File: src/pam_pkg.sv
// Shared types, constants and gain tables for the auto-ranging PGA measurement block.
// No dependencies; used by every module under src.
package pam_pkg;

    localparam int ADC_W    = 10;
    localparam int CUR_W    = 17;
    localparam int VALUE_W  = 26;
    localparam int GAIN_W   = 3;
    localparam int CFG_IDX_W  = 2;
    localparam int CFG_DATA_W = 16;

    // Shared divider sizing: dividend magnitude and divisor width.
    localparam int DIV_N_W   = 32;
    localparam int DIV_D_W   = 27;
    localparam int DIV_CNT_W = $clog2(DIV_N_W);

    localparam logic [ADC_W-1:0]  OVER_LIMIT = 10'd1021;
    localparam logic [GAIN_W-1:0] GAIN_MAX   = 3'd7;
    localparam logic [7:0]        PGA_PREFIX = 8'h2A;

    // Voltage /100: drop two bits, then multiply by ceil(2^33/25) and keep bits 33 and up.
    // Exact for every quarter-magnitude below 2^30.
    localparam int               SCALE_Y_W   = 29;
    localparam int               SCALE_Q_W   = 25;
    localparam int               SCALE_SHIFT = 33;
    localparam logic [SCALE_Y_W-1:0] SCALE_RECIP = 29'd343597384;

    // Result status codes.
    localparam logic [1:0] STATUS_VALID    = 2'd0;
    localparam logic [1:0] STATUS_LOWERED  = 2'd1;
    localparam logic [1:0] STATUS_RAISED   = 2'd2;
    localparam logic [1:0] STATUS_OVERFLOW = 2'd3;

    // Configuration register indexes.
    localparam logic [CFG_IDX_W-1:0] REG_DIVIDER_RATIO    = 2'd0;
    localparam logic [CFG_IDX_W-1:0] REG_SHUNT_RESISTANCE = 2'd1;

    typedef struct packed {
        logic [1:0]        status;
        logic [GAIN_W-1:0] new_gain;
        logic              compute;
    } range_t;

    function automatic logic [7:0] gain_of(input logic [GAIN_W-1:0] g);
        logic [7:0] r;
        case (g)
            3'd0:    r = 8'd1;
            3'd1:    r = 8'd2;
            3'd2:    r = 8'd5;
            3'd3:    r = 8'd10;
            3'd4:    r = 8'd20;
            3'd5:    r = 8'd50;
            3'd6:    r = 8'd100;
            default: r = 8'd200;
        endcase
        return r;
    endfunction

    // Gain times the fixed /10 of the current scaling.
    function automatic logic [10:0] gain10_of(input logic [GAIN_W-1:0] g);
        logic [10:0] r;
        case (g)
            3'd0:    r = 11'd10;
            3'd1:    r = 11'd20;
            3'd2:    r = 11'd50;
            3'd3:    r = 11'd100;
            3'd4:    r = 11'd200;
            3'd5:    r = 11'd500;
            3'd6:    r = 11'd1000;
            default: r = 11'd2000;
        endcase
        return r;
    endfunction

    function automatic logic [8:0] raise_thr(input logic [GAIN_W-1:0] g);
        logic [8:0] r;
        case (g)
            3'd0, 3'd3, 3'd6: r = 9'd480;
            3'd1, 3'd4:       r = 9'd170;
            3'd2, 3'd5:       r = 9'd70;
            default:          r = 9'd0;
        endcase
        return r;
    endfunction

endpackage

File: src/pam_range.sv
// Range decision: picks lower/raise/overflow/compute from a sample and the stored gain.
// Depends on pam_pkg.
module pam_range (
    input  logic [pam_pkg::ADC_W-1:0]  adc_sample,
    input  logic [pam_pkg::GAIN_W-1:0] gain,
    output pam_pkg::range_t            range
);

    always_comb begin
        range.status   = pam_pkg::STATUS_VALID;
        range.new_gain = gain;
        range.compute  = 1'b0;
        if (adc_sample > pam_pkg::OVER_LIMIT) begin
            if (gain != '0) begin
                range.new_gain = gain - 3'd1;
                range.status   = pam_pkg::STATUS_LOWERED;
            end else begin
                range.status   = pam_pkg::STATUS_OVERFLOW;
            end
        end else if (adc_sample < {1'b0, pam_pkg::raise_thr(gain)}
                     && gain != pam_pkg::GAIN_MAX) begin
            range.new_gain = gain + 3'd1;
            range.status   = pam_pkg::STATUS_RAISED;
        end else begin
            range.compute  = 1'b1;
        end
    end

endmodule

File: config.mk
export PLATFORM = sky130hd
export DESIGN_NAME = pam_range
export DESIGN_NICKNAME = d
export VERILOG_FILES = /design/src/pam_pkg.sv /design/src/pam_range.sv
export SDC_FILE = /design/constraint.sdc
export NUM_CORES = 1
export LEC_CHECK = 0
export ABC_AREA = 1
export BUFFER_PORTS_ARGS = -buffer_cell sky130_fd_sc_hd__buf_4
export CAP_MARGIN = 20
export CORE_MARGIN = 5
export CORE_UTILIZATION = 40
export DETAILED_ROUTE_END_ITERATION = 8
export PLACE_DENSITY = 0.7
export SLEW_MARGIN = 30
export SYNTH_ARGS = -nofsm -noshare
export SYNTH_HDL_FRONTEND = slang
export SYNTH_SLANG_ARGS = --single-unit
File: constraint.sdc
create_clock -name vclk -period 2.8
set_input_delay 0.42 -clock vclk [all_inputs]
set_output_delay 0.42 -clock vclk [all_outputs]
set_load 0.02 [all_outputs]
Yosys cells after proc, flatten, opt, wreduce, memory -nomap -nowiden
Index checks and enable logic that the tools add are counted.
W data, S select, Z words.
- register bits: 0
- input bits: 13
- output and inout bits: 6
- $add $sub $neg: 2
- magnitude comparators: 2
- equality and inequality tests: 7
- muxes and demuxes: 8
- reductions and logical operators: 6
- operators by type and width (operator ; number):
    $pmux W9 S3 ; 1
    $gt A10 B10 Y1 const B ; 1
    $lt A10 B9 Y1 ; 1
    $mux W5 ; 2
    $eq A3 B3 Y1 const B ; 3
    $mux W9 ; 1
    $eq A3 B2 Y1 const B ; 2
    $reduce_or A2 Y1 ; 2
    $add A3 B1 Y3 const B ; 1
    $eq A3 B1 Y1 const B ; 1
    $logic_not A3 Y1 ; 1
    $mux W3 ; 1
    $ne A3 B3 Y1 const B ; 1
    $reduce_bool A3 Y1 ; 1
    $reduce_or A3 Y1 ; 1
    $sub A3 B1 Y3 const B ; 1
    $mux W1 ; 2
    $mux W2 ; 1
    $logic_and A1 B1 Y1 ; 1

Depth between registers and ports, before layout
Gate-level depths: netlist (run 1).
- depth in word-level cells: 8
- gate-level depth with buffers: 18
- mapped depth without buffers: 18

Worst setup path after synthesis (run 1)
OpenSTA, ideal clock, no wires.
- path kind: input to output
- from: input port gain[0] (netlist name)
- to: output port range[1] (netlist name)
- arrival time: 2.178 ns
- data required time: 2.380 ns
- path slack: 0.202 ns
- stages on the path: 16
- path buffers: 0
- path through: ha_1 > ha_1 > nor2_1 > o21a_1 > inv_1 > a21oi_1 > ha_1 > nand2_1 > nand2_1 > nand2_1 > nand2_1 > a21oi_4 > nand2_4 > nand2_1 > nand2_1 > nand2_1
- RTL lines (what ; RTL line ; text):
    start: declaration ; pam_range.sv:5 ; input logic [pam_pkg::GAIN_W-1:0] gain,
    end: declaration ; pam_range.sv:6 ; output pam_pkg::range_t range

==> results.toml, run 1 <==
[logic_synthesis]
synth-seq-area-share = 0
synthCells = 93
yosysMostFrequentCell = "nand2_1"
yosysTopAreaCell = "ha_1"
synth_cell_types = 17
synth_nets = 120
yosys-top-cells-area = "ha_1 (32%), nand2_1 (23%), inv_1 (11%)"
synth_top_area_frac = 0.324
yosys_warnings = 0
syn_avg_cell_area_um2 = 5.81
synth_common_cells = "nand2_1 (33), inv_1 (16), ha_1 (14), nand3_1 (6)"
synth_area_um2 = 541

[worst_setup_path]
crit_slowest_cell = "ha_4"
cpMostUsedCell = "nand2_1"
arrival_ps = 2400
critPathTopFamily = "adder cells"
crit_type = "primary input to primary output"
path_max_fanout = 6
timing.critical_path.required_ps = 2380
end_kind = "primary output"
cp.buffers_inverters = 4
slowest_delay_ps = 240
worstSetupStartpointType = "primary input"
worstPathCellList = "buf_8 -> ha_4 -> ha_4 -> nor2_2 -> o21a_1 -> inv_2 -> a21oi_4 -> ha_4 -> inv_2 -> nor2_2 -> nand2_1 -> nand2_2 -> a21oi_4 -> nand2_4 -> nand2_1 -> nand2_1 -> nand2_1 -> buf_6"

[floorplanning]
pin_count = 19
row_count = 13
design.core.area_mm2 = 0.00128
dieWidth_um = 46.8
die_h_um = 46.8
initial_core_util = 0.421
die_area_mm2 = 0.00219

[sta]
period_needed_ps = 2820
slew_headroom = 0.713
setup_viol = 2
rsz0062_at_grt = "true"
slew_violations = 0
tightest_slew_ps = 427
worst_slack_ps = -24.0
fmax_mhz = 354
timing.final.hold_violations = 0
fin_crit_sh = 1.01

[cells_and_area]
layout-drive-gt1-share = 0.508
clkbuf_count = 0
n_sequential_cell = 0
fin_nets = 155
finalNonFillerCells = 141
regArea_um2 = 0
antennaDiodeCount = 0
syn_to_final_growth_pct = 76.2

[routing]
num_vias = 664
drt_iter0_drc = 10
drtAntennaViolNets = 0
drc = 0
first_pass_iters = 4
vias_per_cell = 4.71
wire_per_inst_um = 10.9
totalWireLength_um = 1530

[placement]
routabilityCongestion = 0.797
dp_hpwl_um = 1170
pre_cts_slack_ps = -144
portBuffers = 18
dp.cells = 138

[grt]
first_global_vias = 561
grt_pass1_wl_um = 2200
grt_usage = 0.132
grt-ovfl-total = 0
antenna_found_initial = 0
grt_start_max_net_pins = 7

[power]
p_per_area_mw_per_mm2 = 185
fin_total_pwr_w = 0.000176
peakVddDrop_uv = 95.8
p_leak_nw = 0.497

[outcome]
outcome = "finished with violations"
failed_checks = "setup timing"

[flow_run]
maxCapViolations = 0

[hold_path]
hold_class = "primary input to primary output"
cells by family (layout without fill, tap and decap cells):
logic type,count (synthesis),after routing,share of synthesized area
simple gates,54,54,0.458
fa+ha+maj,14,14,0.324
buf+inv,17,50,0.118
compound gates,8,8,0.0995
final cells by class:
type,count,area [um^2]
Timing Repair Buffer,33,278
Inverter,17,66.3
Multi-Input combinational cell,76,589
Fill cell,102,333
Tap cell,15,18.8
report_power, final:
group          switching (W)  total (W)  leakage (nW)  internal [W]
logic              0.0000909   0.000176         0.497     0.0000849
registers                  0          0             0             0
clock network              0          0             0             0
path summary, 6_finish.rpt:
path  startpoint       end  slack (ps)  depth (start not counted)
min      gain[0]  range[1]        1210                          4
max      gain[0]  range[2]         -20                         18
per-stage QoR:
stage	setup TNS, ps	utilization	area, um^2	hold slack (ps)
after floorplan	0	-	541	978
after CTS	0	0.661	850	1200
after global placement	-407	0.611	785	1200
after global routing	-547	0.741	952	1240
final	-44.3	0.741	952	1210
after detailed placement	-507	0.611	785	1200
per-layer routing:
layer  GRT usage  wire [um]
met5           0          0
met2       0.257        826
met4           0          0
met1       0.168        627
met3     0.00383         80
what timing repair did:
item	in CTS	in global routing
hold buffers	0	0
resized for setup	17	21
endpoints found under the setup margin	5	5
pin swaps	8	18
setup buffers	2	1
cells in the final DEF (no fill, tap or decap), types with 2 or more instances in the layout:
cell type  instances
ha_4               5
nand2_4            2
nand3_1            6
inv_2              6
buf_8              2
nand2_1           27
a21oi_1            3
nor3_2             2
buf_4             27
ha_1               9
inv_1             10
a21oi_4            2
nor2_2             3
nand2_2            8
buf_6              4
worst min-delay path: stages:
cell and delay [ps]:
buf_8 90, nand3_1 70, nand2_1 90, buf_6 120
(Power assumes the default switching activity.)
==> inputs of run 2 (changes only) <==
--- a/config.mk
+++ b/config.mk
@@ -11,7 +11,7 @@
 export CORE_MARGIN = 5
 export CORE_UTILIZATION = 40
 export DETAILED_ROUTE_END_ITERATION = 8
-export PLACE_DENSITY = 0.7
+export PLACE_DENSITY = 0.76
 export SLEW_MARGIN = 30
 export SYNTH_ARGS = -nofsm -noshare
 export SYNTH_HDL_FRONTEND = slang
==> results.toml, run 2 (synthesis gave the netlist of run 1 again) <==
[outcome]
outcome = "finished with violations"
failed_checks = "setup timing"

[floorplanning]
dieWidth_um = 46.8
row_count = 13
initial_core_util = 0.421
die_area_mm2 = 0.00219
pin_count = 19
die_h_um = 46.8
design.core.area_mm2 = 0.00128

[grt]
grt_usage = 0.139
grt_pass1_wl_um = 2290
grt-ovfl-total = 0
gr-usage-met2 = 0.295
use_met3 = 0.00383
grt_util_met1 = 0.157
antenna_found_initial = 0
grt_start_max_net_pins = 7
grt_most_used_layer = "met2"
first_global_vias = 605

[cells_and_area]
multiInputGateArea_um2 = 602
n_sequential_cell = 0
antennaDiodeCount = 0
post-route-cell-area_um2 = 950
layout_commonest_cell = "nand2_1"
fillCellCount = 105
clkbuf_count = 0
syn_to_final_growth_pct = 75.7
layout-drive-gt1-share = 0.524
regArea_um2 = 0
final_cell_mix = "nand2_1 (26), buf_4 (25), inv_1 (10), nand2_2 (9), ha_1 (7)"
fin_nets = 153

[placement]
placed_cell_area_um2 = 777
portBuffers = 18
dp_hpwl_um = 1150
routabilityCongestion = 0.787

[routing]
totalWireLength_um = 1690
wire_per_inst_um = 12.2
first_pass_iters = 6
drt_iter0_drc = 14
vias_per_cell = 4.82
num_vias = 670
drtAntennaViolNets = 0
drc = 0

[worst_setup_path]
endpoint = "range[2]"
critPathLaunch = "gain[1]"
arrival_ps = 2400
worstSetupStartpointType = "primary input"
slowest_delay_ps = 230
crit_slowest_cell = "ha_4"
timing.critical_path.required_ps = 2380
cpMostUsedCell = "nand2_1"
end_kind = "primary output"
crit_type = "primary input to primary output"
path_max_fanout = 6
worstPathCellList = "buf_8 -> ha_4 -> ha_4 -> nor2_2 -> o21a_1 -> inv_2 -> a21oi_4 -> ha_4 -> nand2_2 -> nand2_1 -> nand2_1 -> nand2_2 -> a21oi_4 -> nand2_4 -> nand2_1 -> nand2_1 -> nand2_1 -> buf_6"

[sta]
period_needed_ps = 2820
setup_viol = 1
slew_headroom = 0.687
timing.hold.ws_ps = 1210
timing.final.hold_violations = 0
slew_violations = 0
tightest_slew_ps = 465
rsz0062_at_grt = "true"
fin_crit_sh = 1.01
worst_slack_ps = -17.6
fmax_mhz = 355

[power]
clkPwrFrac = 0
p_seq_frac = 0
peakVddDrop_uv = 109
p_per_area_mw_per_mm2 = 184
internal-power_w = 0.0000819
fin_total_pwr_w = 0.000174
p_sw_w = 0.0000924
p_leak_nw = 0.485
power.share.switching = 0.530
p_comb_frac = 1.000

[clocking]
cts_hold_buf = 0

[hold_path]
hold_class = "primary input to primary output"

[flow_run]
maxCapViolations = 0
==> run 2: changes by cell type in the layout (fill, tap and decap cells not counted), sizes merged <==
cell | previous run | this run
buf | 33 | 31
==> run 2: layer usage <==
| layer | part of all wire | wire (um) |
|---|---|---|
| met2 | 0.58 | 980 |
| met1 | 0.38 | 643 |
| met4 | 0.011 | 19 |
| met5 | 0 | 0 |
| met3 | 0.028 | 47 |
==> run 2: per-stage QoR <==
stage | setup WS [ps] | TNS (ps) | utilization | std cells
floorplan | 202 | 0 | - | 93
global placement | -121 | -386 | 0.605 | 137
detailed placement | -147 | -477 | 0.605 | 137
CTS | 0.641 | 0 | 0.645 | 138
global route | -143 | -366 | 0.739 | 139
finish | -17.6 | -17.6 | 0.739 | 139
==> run 2: worst max-delay path: cells and delay by family <==
family | cells | cell delay, ps
simple gates | 9 | 650
fa+ha+maj | 3 | 540
buf+inv | 3 | 290
compound gates | 3 | 480
==> run 2: how the worst min path moves through the flow <==
stage	startpoint	to	slack, ps	depth (start not counted)
floorplan	adc_sample[1]	range[4]	980	2
global placement	gain[1]	range[2]	1200	4
detailed placement	gain[1]	range[2]	1200	4
CTS	gain[1]	range[2]	1200	4
global route	gain[0]	range[1]	1230	4
finish	gain[0]	range[1]	1210	4
==> run 2: area by class of cell <==
type / instances / area share
multi-input combinational: 76 / 0.634
tap: 15 / 0.0198
timing repair buffer: 31 / 0.277
inverter: 17 / 0.0698
==> run 2: what timing repair did <==
action,CTS,global route
gates cloned,0,0
pin swaps,7,17
setup endpoints to repair,5,5
resized for setup,15,25
setup buffers,1,1
==> run 2: power by group through the flow <==
stage	Clock (W)	Sequential, W	Combinational [W]
global placement	0	0	0.000130
finish	0	0	0.000174
detailed placement	0	0	0.000133
floorplan	0	0	0.0000771
CTS	0	0	0.000144
global route	0	0	0.000192
