**config.mk**
```make
export PLATFORM = sky130hd
export DESIGN_NAME = pam_divider
export DESIGN_NICKNAME = d
export VERILOG_FILES = /design/src/pam_pkg.sv /design/src/pam_divider.sv
export SDC_FILE = /design/constraint.sdc
export NUM_CORES = 1
export LEC_CHECK = 0
export ABC_AREA = 0
export BUFFER_PORTS_ARGS = -buffer_cell sky130_fd_sc_hd__clkbuf_2
export CAP_MARGIN = 40
export CORE_MARGIN = 2
export CORE_UTILIZATION = 50
export DETAILED_ROUTE_END_ITERATION = 8
export PLACE_DENSITY = 0.7
export SLEW_MARGIN = 40
export SYNTH_ARGS = -nofsm -noshare
export SYNTH_HDL_FRONTEND = slang
export SYNTH_SLANG_ARGS = --single-unit
```
**constraint.sdc**
```tcl
create_clock -name aclk -period 3.5 [get_ports aclk]
set_input_delay 0.525 -clock aclk [delete_from_list [all_inputs] [get_ports aclk]]
set_output_delay 0.525 -clock aclk [all_outputs]
set_load 0.005 [all_outputs]
```
**src/pam_pkg.sv**
```systemverilog
// Shared types, constants and gain tables for the auto-ranging PGA measurement block.
// No dependencies; used by every module under src.
package pam_pkg;

    localparam int ADC_W    = 10;
    localparam int CUR_W    = 17;
    localparam int VALUE_W  = 26;
    localparam int GAIN_W   = 3;
    localparam int CFG_IDX_W  = 2;
    localparam int CFG_DATA_W = 16;

    // Shared divider sizing: dividend magnitude and divisor width.
    localparam int DIV_N_W   = 32;
    localparam int DIV_D_W   = 27;
    localparam int DIV_CNT_W = $clog2(DIV_N_W);

    localparam logic [ADC_W-1:0]  OVER_LIMIT = 10'd1021;
    localparam logic [GAIN_W-1:0] GAIN_MAX   = 3'd7;
    localparam logic [7:0]        PGA_PREFIX = 8'h2A;

    // Voltage /100: drop two bits, then multiply by ceil(2^33/25) and keep bits 33 and up.
    // Exact for every quarter-magnitude below 2^30.
    localparam int               SCALE_Y_W   = 29;
    localparam int               SCALE_Q_W   = 25;
    localparam int               SCALE_SHIFT = 33;
    localparam logic [SCALE_Y_W-1:0] SCALE_RECIP = 29'd343597384;

    // Result status codes.
    localparam logic [1:0] STATUS_VALID    = 2'd0;
    localparam logic [1:0] STATUS_LOWERED  = 2'd1;
    localparam logic [1:0] STATUS_RAISED   = 2'd2;
    localparam logic [1:0] STATUS_OVERFLOW = 2'd3;

    // Configuration register indexes.
    localparam logic [CFG_IDX_W-1:0] REG_DIVIDER_RATIO    = 2'd0;
    localparam logic [CFG_IDX_W-1:0] REG_SHUNT_RESISTANCE = 2'd1;

    typedef struct packed {
        logic [1:0]        status;
        logic [GAIN_W-1:0] new_gain;
        logic              compute;
    } range_t;

    function automatic logic [7:0] gain_of(input logic [GAIN_W-1:0] g);
        logic [7:0] r;
        case (g)
            3'd0:    r = 8'd1;
            3'd1:    r = 8'd2;
            3'd2:    r = 8'd5;
            3'd3:    r = 8'd10;
            3'd4:    r = 8'd20;
            3'd5:    r = 8'd50;
            3'd6:    r = 8'd100;
            default: r = 8'd200;
        endcase
        return r;
    endfunction

    // Gain times the fixed /10 of the current scaling.
    function automatic logic [10:0] gain10_of(input logic [GAIN_W-1:0] g);
        logic [10:0] r;
        case (g)
            3'd0:    r = 11'd10;
            3'd1:    r = 11'd20;
            3'd2:    r = 11'd50;
            3'd3:    r = 11'd100;
            3'd4:    r = 11'd200;
            3'd5:    r = 11'd500;
            3'd6:    r = 11'd1000;
            default: r = 11'd2000;
        endcase
        return r;
    endfunction

    function automatic logic [8:0] raise_thr(input logic [GAIN_W-1:0] g);
        logic [8:0] r;
        case (g)
            3'd0, 3'd3, 3'd6: r = 9'd480;
            3'd1, 3'd4:       r = 9'd170;
            3'd2, 3'd5:       r = 9'd70;
            default:          r = 9'd0;
        endcase
        return r;
    endfunction

endpackage

```
**src/pam_divider.sv**
```systemverilog
// Shared restoring divider, one quotient bit per cycle, unsigned operands.
// Depends on pam_pkg for operand widths.
module pam_divider (
    input  logic                        aclk,
    input  logic                        aresetn,
    input  logic                        start,
    input  logic [pam_pkg::DIV_N_W-1:0] dividend,
    input  logic [pam_pkg::DIV_D_W-1:0] divisor,
    output logic                        done,
    output logic [pam_pkg::DIV_N_W-1:0] quotient
);

    localparam int N = pam_pkg::DIV_N_W;
    localparam int D = pam_pkg::DIV_D_W;
    localparam int C = pam_pkg::DIV_CNT_W;

    logic [N-1:0] quo_reg, quo_next;
    logic [D-1:0] rem_reg, rem_next;
    logic [D-1:0] dvs_reg, dvs_next;
    logic [C-1:0] cnt_reg, cnt_next;
    logic         busy_reg, busy_next;
    logic         done_reg, done_next;

    logic [D:0] trial;
    logic [D:0] diff;
    logic       fits;

    assign trial = {rem_reg, quo_reg[N-1]};
    assign diff  = trial - {1'b0, dvs_reg};
    assign fits  = trial >= {1'b0, dvs_reg};

    always_comb begin
        quo_next  = quo_reg;
        rem_next  = rem_reg;
        dvs_next  = dvs_reg;
        cnt_next  = cnt_reg;
        busy_next = busy_reg;
        done_next = 1'b0;
        if (start) begin
            quo_next  = dividend;
            rem_next  = '0;
            dvs_next  = divisor;
            cnt_next  = '0;
            busy_next = 1'b1;
        end else if (busy_reg) begin
            // shift in the next dividend bit, subtract when it fits
            rem_next = fits ? diff[D-1:0] : trial[D-1:0];
            quo_next = {quo_reg[N-2:0], fits};
            cnt_next = cnt_reg + 1'b1;
            if (cnt_reg == C'(N - 1)) begin
                busy_next = 1'b0;
                done_next = 1'b1;
            end
        end
    end

    always_ff @(posedge aclk) begin
        if (!aresetn) begin
            cnt_reg  <= '0;
            busy_reg <= 1'b0;
            done_reg <= 1'b0;
        end else begin
            cnt_reg  <= cnt_next;
            busy_reg <= busy_next;
            done_reg <= done_next;
        end
        quo_reg <= quo_next;
        rem_reg <= rem_next;
        dvs_reg <= dvs_next;
    end

    assign done     = done_reg;
    assign quotient = quo_reg;

endmodule

```
* Word level (Yosys, flattened, before mapping)
Index checks and enable logic that the tools add are counted.
** Word-level totals
- Word-level logic and storage cells :: 22
- Input bits :: 62
- Bits in registers :: 93
- Output and inout bits :: 33
** Operators by class
- Magnitude comparators :: 1
- Reduce and logical (&&, ||, !) cells :: 3
- Equal/unequal tests :: 1
- Muxes and demuxes :: 7
- Add/subtract/negate cells :: 2
- Bitwise logic cells :: 2
** Operators by type and width (number)
- $mux 32 :: 2
- $ge 28x27->1 :: 1
- $mux 27 :: 1
- $sub 27x27->27 :: 1
- $add 5x1->5 const B :: 1
- $eq 5x5->1 const B :: 1
- $mux 1 :: 4
- $reduce_or 3->1 :: 1
- $not 1->1 :: 2
- $reduce_bool 2->1 :: 1
- $reduce_or 2->1 :: 1

* Logic depth before layout (Yosys ltp)
Gate-level depths: netlist (run 1).
- Word-level depth :: 4
- Gate-level depth with buffers :: 12
- Mapped depth without buffers :: 11

* Worst setup path after synthesis (run 1)
No wires, ideal clock.
- Path kind :: reg2reg
- Start :: register quo_reg[31], in the netlist quotient[31]
- End :: register rem_reg[15]
- Required time :: 3.427 ns
- Library setup time :: 0.073 ns
- Data arrival time :: 2.687 ns
- Stages on the path, launching flop included :: 12
- Period minus slack after synthesis :: 2.761 ns
- Slack :: 0.739 ns
- Buffers on the path :: 1
- Path through :: edfxtp_1 inv_1 ha_1 fa_1 nand2b_1 a21oi_1 o21a_1 a2111oi_4 or3_4 buf_6 o311a_1 nor3_2
** On the way
- Cells in the longest elaborated chain, start to end :: 2
- Elaborated cells on any way between the ends :: 3
- Classes of those cells :: add/sub: 1; order compare: 1; mux: 1
** Ends and longest elaborated chain
- start: declaration :: line pam_divider.sv:17 : logic [N-1:0] quo_reg, quo_next;
- start signal: assignment :: line pam_divider.sv:67 : quo_reg <= quo_next;
- $sub 27x27->27 or $ge 28x27->1 (tied branches) :: line pam_divider.sv:29, pam_divider.sv:30
- $mux 27 (*) :: line pam_divider.sv:47 : rem_next = fits ? diff[D-1:0] : trial[D-1:0];
- end signal: assignment :: line pam_divider.sv:68 : rem_reg <= rem_next;
- end: declaration :: line pam_divider.sv:18 : logic [D-1:0] rem_reg, rem_next;
Every way passes the cells marked *; elsewhere a longest branch is shown, timed or not.
A chain may end at the register's enable or synchronous reset.

* Worst setup path in the final report (run 1)
Ends and elaborated chain as after synthesis.

==> metrics.cfg, run 1 <==
[status]
status=finished, final reports clean

[sta]
finalSetupTns_ns=0
tightest_slew_ns=0.676
rsz0062_at_grt=no
fin_crit_sh=0.894
slew_viol_final=0
fin_skew_ns=0.0111
fmax_mhz=320
final-hold-violation-count=0
period_needed_ns=3.13
slew_headroom=0.546
setup_violations=0

[clock_tree]
cts_tree=done
cts_root_buffer=clkbuf_8
clockBufferDepth=2
path_clk_slew_ns=0.10
post_cts_buffers=0
h-tree-depth=3
postCtsHoldBufs=0
ctsResizeCount=0
numClockSinks=93
clk_latency_ns=0.39
cts_buffers=9

[drt]
vias=4184
drc_errors=0
wl_per_cell_um=15.0
wirelength_um=11400
drt_iter0_markers=197
firstDrtPassIters=5
routed_via_density=5.54
ant_nets=0

[logic_synthesis]
ys_ff_latch=93
synth_ff_type=edfxtp_1
synth.avg_cell_area_um2=10.1
yosysSeqAreaShare=0.461
yosysUniqueCellTypes=70
netlist_instances=526
synth_edf_count=59
syn_nets=618
async_flop_share=0
syn_area_mm2=0.00533
yosys_warnings=0

[min_path]
min_to=dvs_reg[1]$_DFFE_PP_
hold_path.class=in -> reg
min_path_cells=1
hold_start=divisor[1]

[global_routing]
grt.total_usage=0.211
grt_pass1_vias=4121
grt_max_degree=85
gr-total-overflow=0
antenna_found_initial=0
grt_pass1_wl_um=19100

[finish]
nFillCells=898
largest_reg_flops=32
layout_commonest_cell=clkbuf_2
area_delta_synth_final_pct=14.9
nNetsFinal=706
final_cell_mix=93 x clkbuf_2, 59 x edfxtp_1, 53 x nor2_1, 45 x nand2_1, 37 x inv_1
drive_above_1_share=0.257
n_antenna_cell=0
final_util=0.593
stdcell_count=755

[die]
die_w_um=107
die_h_um=107
pin_count=95
start_util=0.516
die_area_mm2=0.0115
core_mm2=0.0103
row_count=37

[placed_design]
place_inst=739
place_congestion=0.912
numPortBuffers=94
hpwl_um=8110

[critical_path]
crit_type=reg -> reg
worstSetupStartpointType=register
r2r_cells=10
timing.rr.start=quotient[31]$_DFFE_PP_
r2r_setup_slack_ns=0.37
required_ns=3.81
critPathMaxFanout=29
cp.arrival_ns=3.44
reg2reg_to=rem_reg[15]$_SDFFE_PP0P_
end_kind=register

[pwr]
p_int_uw=1910
total_leakage_power_uw=0.00260
p_per_area_mw_per_mm2=445
switchingPower_uw=815
power_frac_seq=0.485
clockPowerShare=0.278
p_comb_frac=0.237
vdd_ir_drop_max_v=0.000317
switching_share=0.299

[flow_run]
max_cap_violations=0

## cell usage after synthesis (all sizes together) (7+ instances only)
cell,number,area share
a211oi,15,0.021
a21o,9,0.013
a21oi,30,0.028
a311oi,10,0.016
buf,13,0.013
clkbuf,9,0.0063
dfxtp,34,0.13
edfxtp,59,0.33
ha,29,0.068
inv,37,0.026
mux2,31,0.066
nand2,45,0.032
nand3,14,0.014
nor2,53,0.037
nor3,9,0.012
o21ai,22,0.021
xnor2,7,0.012
xor2,12,0.020
## how the worst max path moves through the flow
stage                                start                       end  slack (ns)
global placement    quotient[31]$_DFFE_PP_  rem_reg[15]$_SDFFE_PP0P_        0.56
floorplan           quotient[31]$_DFFE_PP_  rem_reg[15]$_SDFFE_PP0P_        0.74
global route        quotient[31]$_DFFE_PP_  rem_reg[15]$_SDFFE_PP0P_        0.21
detailed placement  quotient[31]$_DFFE_PP_  rem_reg[15]$_SDFFE_PP0P_        0.44
CTS                 quotient[31]$_DFFE_PP_  rem_reg[15]$_SDFFE_PP0P_        0.38
finish              quotient[31]$_DFFE_PP_  rem_reg[15]$_SDFFE_PP0P_        0.37
## critical path, cell delays in order, from the launching register on
cell and delay [ns]:
edfxtp_1 0.38, inv_1 0.05, ha_1 0.22, fa_1 0.39, nand2b_1 0.19, a21oi_1 0.26
o21a_1 0.31, a2111oi_4 0.12, or3_4 0.55, o311a_1 0.42, nor3_2 0.15
## stage by stage
step           setup WS, ns  hold WS (ns)  instance area, um^2  total power, uW
2_1_floorplan         0.739         0.463                 5330             1800
3_3_place_gp          0.561         0.474                 5920             1970
3_5_place_dp          0.441         0.483                 5920             1990
4_1_cts               0.376         0.285                 6120             2750
5_1_grt               0.212         0.281                 6120             2880
6_report              0.370         0.306                 6120             2730
## cell type report
cell class / instances / area (um^2) / area share
multi-input cells: 373 / 2630 / 0.429
flip-flops and latches: 93 / 2450 / 0.401
repair buffers: 99 / 523 / 0.0854
well taps: 136 / 170 / 0.0278
inverters: 38 / 143 / 0.0233
clock buffers: 11 / 141 / 0.0231
clock inverters: 5 / 63.8 / 0.0104
## power groups by stage
stage | registers [uW] | logic, uW | clock network (uW)
floorplan | 1340 | 461 | 0
global placement | 1340 | 627 | 0
detailed placement | 1340 | 641 | 0
CTS | 1320 | 644 | 783
global route | 1330 | 722 | 820
finish | 1320 | 646 | 759
## kinds of logic (layout without fill, tap and decap cells)
logic type | after synthesis | after routing | synth area share
DFF | 93 | 93 | 0.461
AOI/OAI and AO/OA | 126 | 126 | 0.165
buffers and inverters | 60 | 153 | 0.0460
xor gates and xnor gates | 19 | 19 | 0.0313
adders and majority gates | 30 | 30 | 0.0719
muxes | 36 | 36 | 0.0750
and+or+nand+nor | 162 | 162 | 0.150
## routing by layer
layer	track usage	vias up	wire (um)	part of all wire
li1	-	2109	-	-
met1	0.276	1937	5260	0.46
met2	0.331	124	5120	0.45
met3	0.0705	14	802	0.071
met4	0.0659	0	179	0.016
met5	0	-	0	0
No activity file was read; power rests on OpenSTA's default activity.
==> run 2: changes to the inputs <==
- PLACE_DENSITY: 0.7 -> 0.73
==> metrics.cfg, run 2 (synthesis results as in run 1) <==
[sta]
slew_headroom=0.556
setup_violations=0
period_needed_ns=3.24
final-hold-violation-count=0
tightest_slew_ns=0.663
setup_slack_ns=0.257
fin_skew_ns=0.00945
fin_crit_sh=0.927
hold_ws_ns=0.302
fmax_mhz=308
rsz0062_at_grt=no
finalSetupTns_ns=0
slew_viol_final=0

[die]
start_util=0.516
pin_count=95
die_h_um=107
row_count=37
core_mm2=0.0103
die_area_mm2=0.0115
die_w_um=107

[critical_path]
required_ns=3.84
critPathMaxFanout=10
cp_cell_sequence=inv_1, ha_1, fa_1, nand2b_1, a21oi_1, o21a_1, a2111oi_4, nor3_2, buf_4, mux2i_1, mux2i_1, nor2_1
slowest_delay_ns=0.57
cp.arrival_ns=3.58
crit_type=reg -> reg
slowest_stage=nor3_2
worstSetupStartpointType=register
crit_top_cell=mux2i_1
end_kind=register

[clock_tree]
postCtsHoldBufs=0
clk_latency_ns=0.39
ctsResizeCount=0
path_clk_slew_ns=0.10
post_cts_buffers=0
cts_root_buffer=clkbuf_8
cts_tree=done
numClockSinks=93
cts_buffers=9
clockBufferDepth=2
h-tree-depth=3

[finish]
final_cell_mix=93 x clkbuf_2, 59 x edfxtp_1, 53 x nor2_1, 45 x nand2_1, 37 x inv_1
n_antenna_cell=0
layout_commonest_cell=clkbuf_2
final_cell_area_mm2=0.00613
drive_above_1_share=0.260
final_util=0.594
nNetsFinal=707
largest_reg_flops=32
area_delta_synth_final_pct=15.1

[pwr]
total_leakage_power_uw=0.00261
p_int_uw=1920
clockPowerShare=0.283
switchingPower_uw=832
p_per_area_mw_per_mm2=449
p_comb_frac=0.236
switching_share=0.303
vdd_ir_drop_max_v=0.000361
power_frac_seq=0.481

[drt]
wirelength_um=11800
ant_nets=0
vias=4236
drc_errors=0
routed_via_density=5.60
wl_per_cell_um=15.6
drt_iter0_markers=237
firstDrtPassIters=5

[placed_design]
numPortBuffers=94
hpwl_um=8480
place_ws_ns=0.290
place_area_mm2=0.00591
place_congestion=0.944

[global_routing]
gr-total-overflow=0
antenna_found_initial=0
grt_pass1_wl_um=20100
grt_max_degree=56
grt.total_usage=0.223
grt_pass1_vias=4266

[min_path]
hold_path.class=in -> reg

[status]
status=finished, final reports clean

[flow_run]
max_cap_violations=0

-- run 2: cell types whose count changed in the layout (fill, tap and decap cells not counted) --
cell	delta
clkbuf_1	-1
inv_6	-2
buf_12	-1
inv_8	+2
clkinv_4	+2
buf_4	+2
clkinvlp_4	-1
-- run 2: cell type report --
| cell class | count | area [um^2] |
|---|---|---|
| clock buffers | 10 | 138 |
| repair buffers | 100 | 518 |
| clock inverters | 6 | 78.8 |
| well taps | 136 | 170 |
| flip-flops and latches | 93 | 2450 |
| inverters | 38 | 143 |
| fillers | 880 | 4200 |
| multi-input cells | 373 | 2630 |
-- run 2: critical path: cells and delay by family (launching register included) --
family,cells,cell delay (ns)
multiplexers,2,0.31
buffers and inverters,2,0.35
adder cells (fa/ha/maj),2,0.60
AND/OR/NAND/NOR,3,0.85
AO/OA/AOI/OAI,3,0.69
flip-flops,1,0.37
-- run 2: final timing paths --
check / end / from / cells after the start / slack [ns]
setup / recovery: rem_reg[1]$_SDFFE_PP0P_ / quotient[31]$_DFFE_PP_ / 12 / 0.26
setup reg to reg: rem_reg[1]$_SDFFE_PP0P_ / quotient[31]$_DFFE_PP_ / 12 / 0.26
hold reg to reg: rem_reg[9]$_SDFFE_PP0P_ / rem_reg[8]$_SDFFE_PP0P_ / 2 / 0.50
hold / removal: dvs_reg[2]$_DFFE_PP_ / divisor[2] / 1 / 0.30
-- run 2: stage by stage --
stage | power, uW | std cells
after floorplan | 1800 | 526
after global placement | 1970 | 740
after detailed placement | 1990 | 740
after CTS | 2770 | 756
after global routing | 2900 | 756
final | 2750 | 756
-- run 2: power by group through the flow --
stage / clock network, uW / logic [uW] / registers [uW]
global placement: 0 / 623 / 1340
finish: 777 / 648 / 1320
floorplan: 0 / 461 / 1340
global route: 842 / 725 / 1340
CTS: 803 / 645 / 1320
detailed placement: 0 / 641 / 1350
-- run 2: per-layer routing --
layer	track usage	routed length (um)	vias up
li1	-	-	2106
met1	0.278	5250	1981
met2	0.354	5410	131
met3	0.0772	892	18
met4	0.0872	204	0
met5	0	0	-
==> run 3: changes to the inputs <==
- CORE_MARGIN: 2 -> 5
- clock period: 3.5 -> 3.8 ns (I/O delays scaled with it)
==> metrics.cfg, run 3 (synthesis results as in run 1) <==
[finish]
nNetsFinal=707
area_delta_synth_final_pct=14.4
largest_reg_flops=32
multi_input_comb_area_mm2=0.00263
final_cell_mix=93 x clkbuf_2, 59 x edfxtp_1, 53 x nor2_1, 45 x nand2_1, 37 x inv_1
stdcell_count=756
final_cell_area_mm2=0.00609
final_util=0.588
n_antenna_cell=0
layout.area.seq_mm2=0.00245
drive_above_1_share=0.258
layout_commonest_cell=clkbuf_2
nFillCells=939

[placed_design]
hpwl_um=9000
place_area_mm2=0.00591
place_inst=740
numPortBuffers=94
place_congestion=0.875

[drt]
firstDrtPassIters=4
drt_iter0_markers=205
wl_per_cell_um=15.9
vias=4181
ant_nets=0
wirelength_um=12000
routed_via_density=5.53
drc_errors=0

[min_path]
hold_path.class=in -> reg

[pwr]
switchingPower_uw=745
switching_share=0.306
p_total_uw=2430
power_frac_seq=0.501
p_int_uw=1690
p_per_area_mw_per_mm2=399
clockPowerShare=0.255
vdd_ir_drop_max_v=0.000231
p_comb_frac=0.244
total_leakage_power_uw=0.00258

[sta]
fin_skew_ns=0.00967
finalSetupTns_ns=0
tightest_slew_ns=0.616
final-hold-violation-count=0
fin_crit_sh=0.819
period_needed_ns=3.11
rsz0062_at_grt=no
setup_violations=0
slew_viol_final=0
slew_headroom=0.587
fmax_mhz=321

[die]
pin_count=95
start_util=0.514
die_h_um=113
row_count=37
core_mm2=0.0104
die_w_um=113
die_area_mm2=0.0128

[clock_tree]
numClockSinks=93
cts_buffers=9
postCtsHoldBufs=0
cts_root_buffer=clkbuf_8
ctsResizeCount=0
clk_latency_ns=0.37
h-tree-depth=3
clockBufferDepth=2
path_clk_slew_ns=0.10
post_cts_buffers=0
cts_tree=done

[global_routing]
grt_max_degree=55
grt_pass1_wl_um=20200
antenna_found_initial=0
grt_pass1_vias=4228
gr-total-overflow=0
grt.total_usage=0.193

[critical_path]
critPathMaxFanout=29
required_ns=4.10
end_kind=register
cp.arrival_ns=3.41
worstSetupStartpointType=register
crit_type=reg -> reg

[status]
status=finished, final reports clean

[flow_run]
max_cap_violations=0

## run 3: cell types whose count changed in the layout (fill, tap and decap cells not counted), sizes merged
cell	before	now
clkinvlp	0	2
inv	40	39
bufinv	1	0
## run 3: per-layer routing
metal  track usage  wire length (um)  vias up
li1              -                 -     2103
met2         0.300              5410      113
met4        0.0833               276        0
met3        0.0497               841       22
met1         0.256              5520     1943
met5             0                 0        -
## run 3: worst paths after layout
| kind | slack (ns) | to | depth (start not counted) | startpoint |
|---|---|---|---|---|
| worst min register to register | 0.50 | rem_reg[26]$_SDFFE_PP0P_ | 2 | rem_reg[26]$_SDFFE_PP0P_ |
| worst min-delay path | 0.38 | dvs_reg[0]$_DFFE_PP_ | 1 | divisor[0] |
| worst max-delay path | 0.69 | rem_reg[15]$_SDFFE_PP0P_ | 10 | quotient[31]$_DFFE_PP_ |
| worst max register to register | 0.69 | rem_reg[15]$_SDFFE_PP0P_ | 10 | quotient[31]$_DFFE_PP_ |
## run 3: worst max-delay path: stages (launching register included)
cell	delay (ns)
edfxtp_1	0.37
inv_1	0.05
ha_1	0.22
fa_1	0.39
nand2b_1	0.20
a21oi_1	0.25
o21a_1	0.31
a2111oi_4	0.12
or3_4	0.55
o311a_1	0.42
nor3_2	0.15
## run 3: stage by stage
step           worst slack, ns  hold slack [ns]
6_report                 0.690            0.376
5_1_grt                  0.487            0.354
4_1_cts                  0.685            0.360
3_5_place_dp             0.726            0.491
3_3_place_gp             0.857            0.474
2_1_floorplan             1.04            0.463
## run 3: power by group through the flow
| stage | combinational [uW] | clock, uW | sequential [uW] |
|---|---|---|---|
| floorplan | 425 | 0 | 1230 |
| global placement | 577 | 0 | 1240 |
| detailed placement | 593 | 0 | 1240 |
| CTS | 595 | 638 | 1220 |
| global route | 668 | 679 | 1230 |
| finish | 594 | 621 | 1220 |
## run 3: layout make-up
| class | count | area share |
|---|---|---|
| inverter | 38 | 0.0234 |
| tap | 136 | 0.0279 |
| clock inverter | 6 | 0.00739 |
| clock buffer | 10 | 0.0226 |
| multi-input combinational | 373 | 0.431 |
| sequential | 93 | 0.402 |
| timing repair buffer | 100 | 0.0850 |
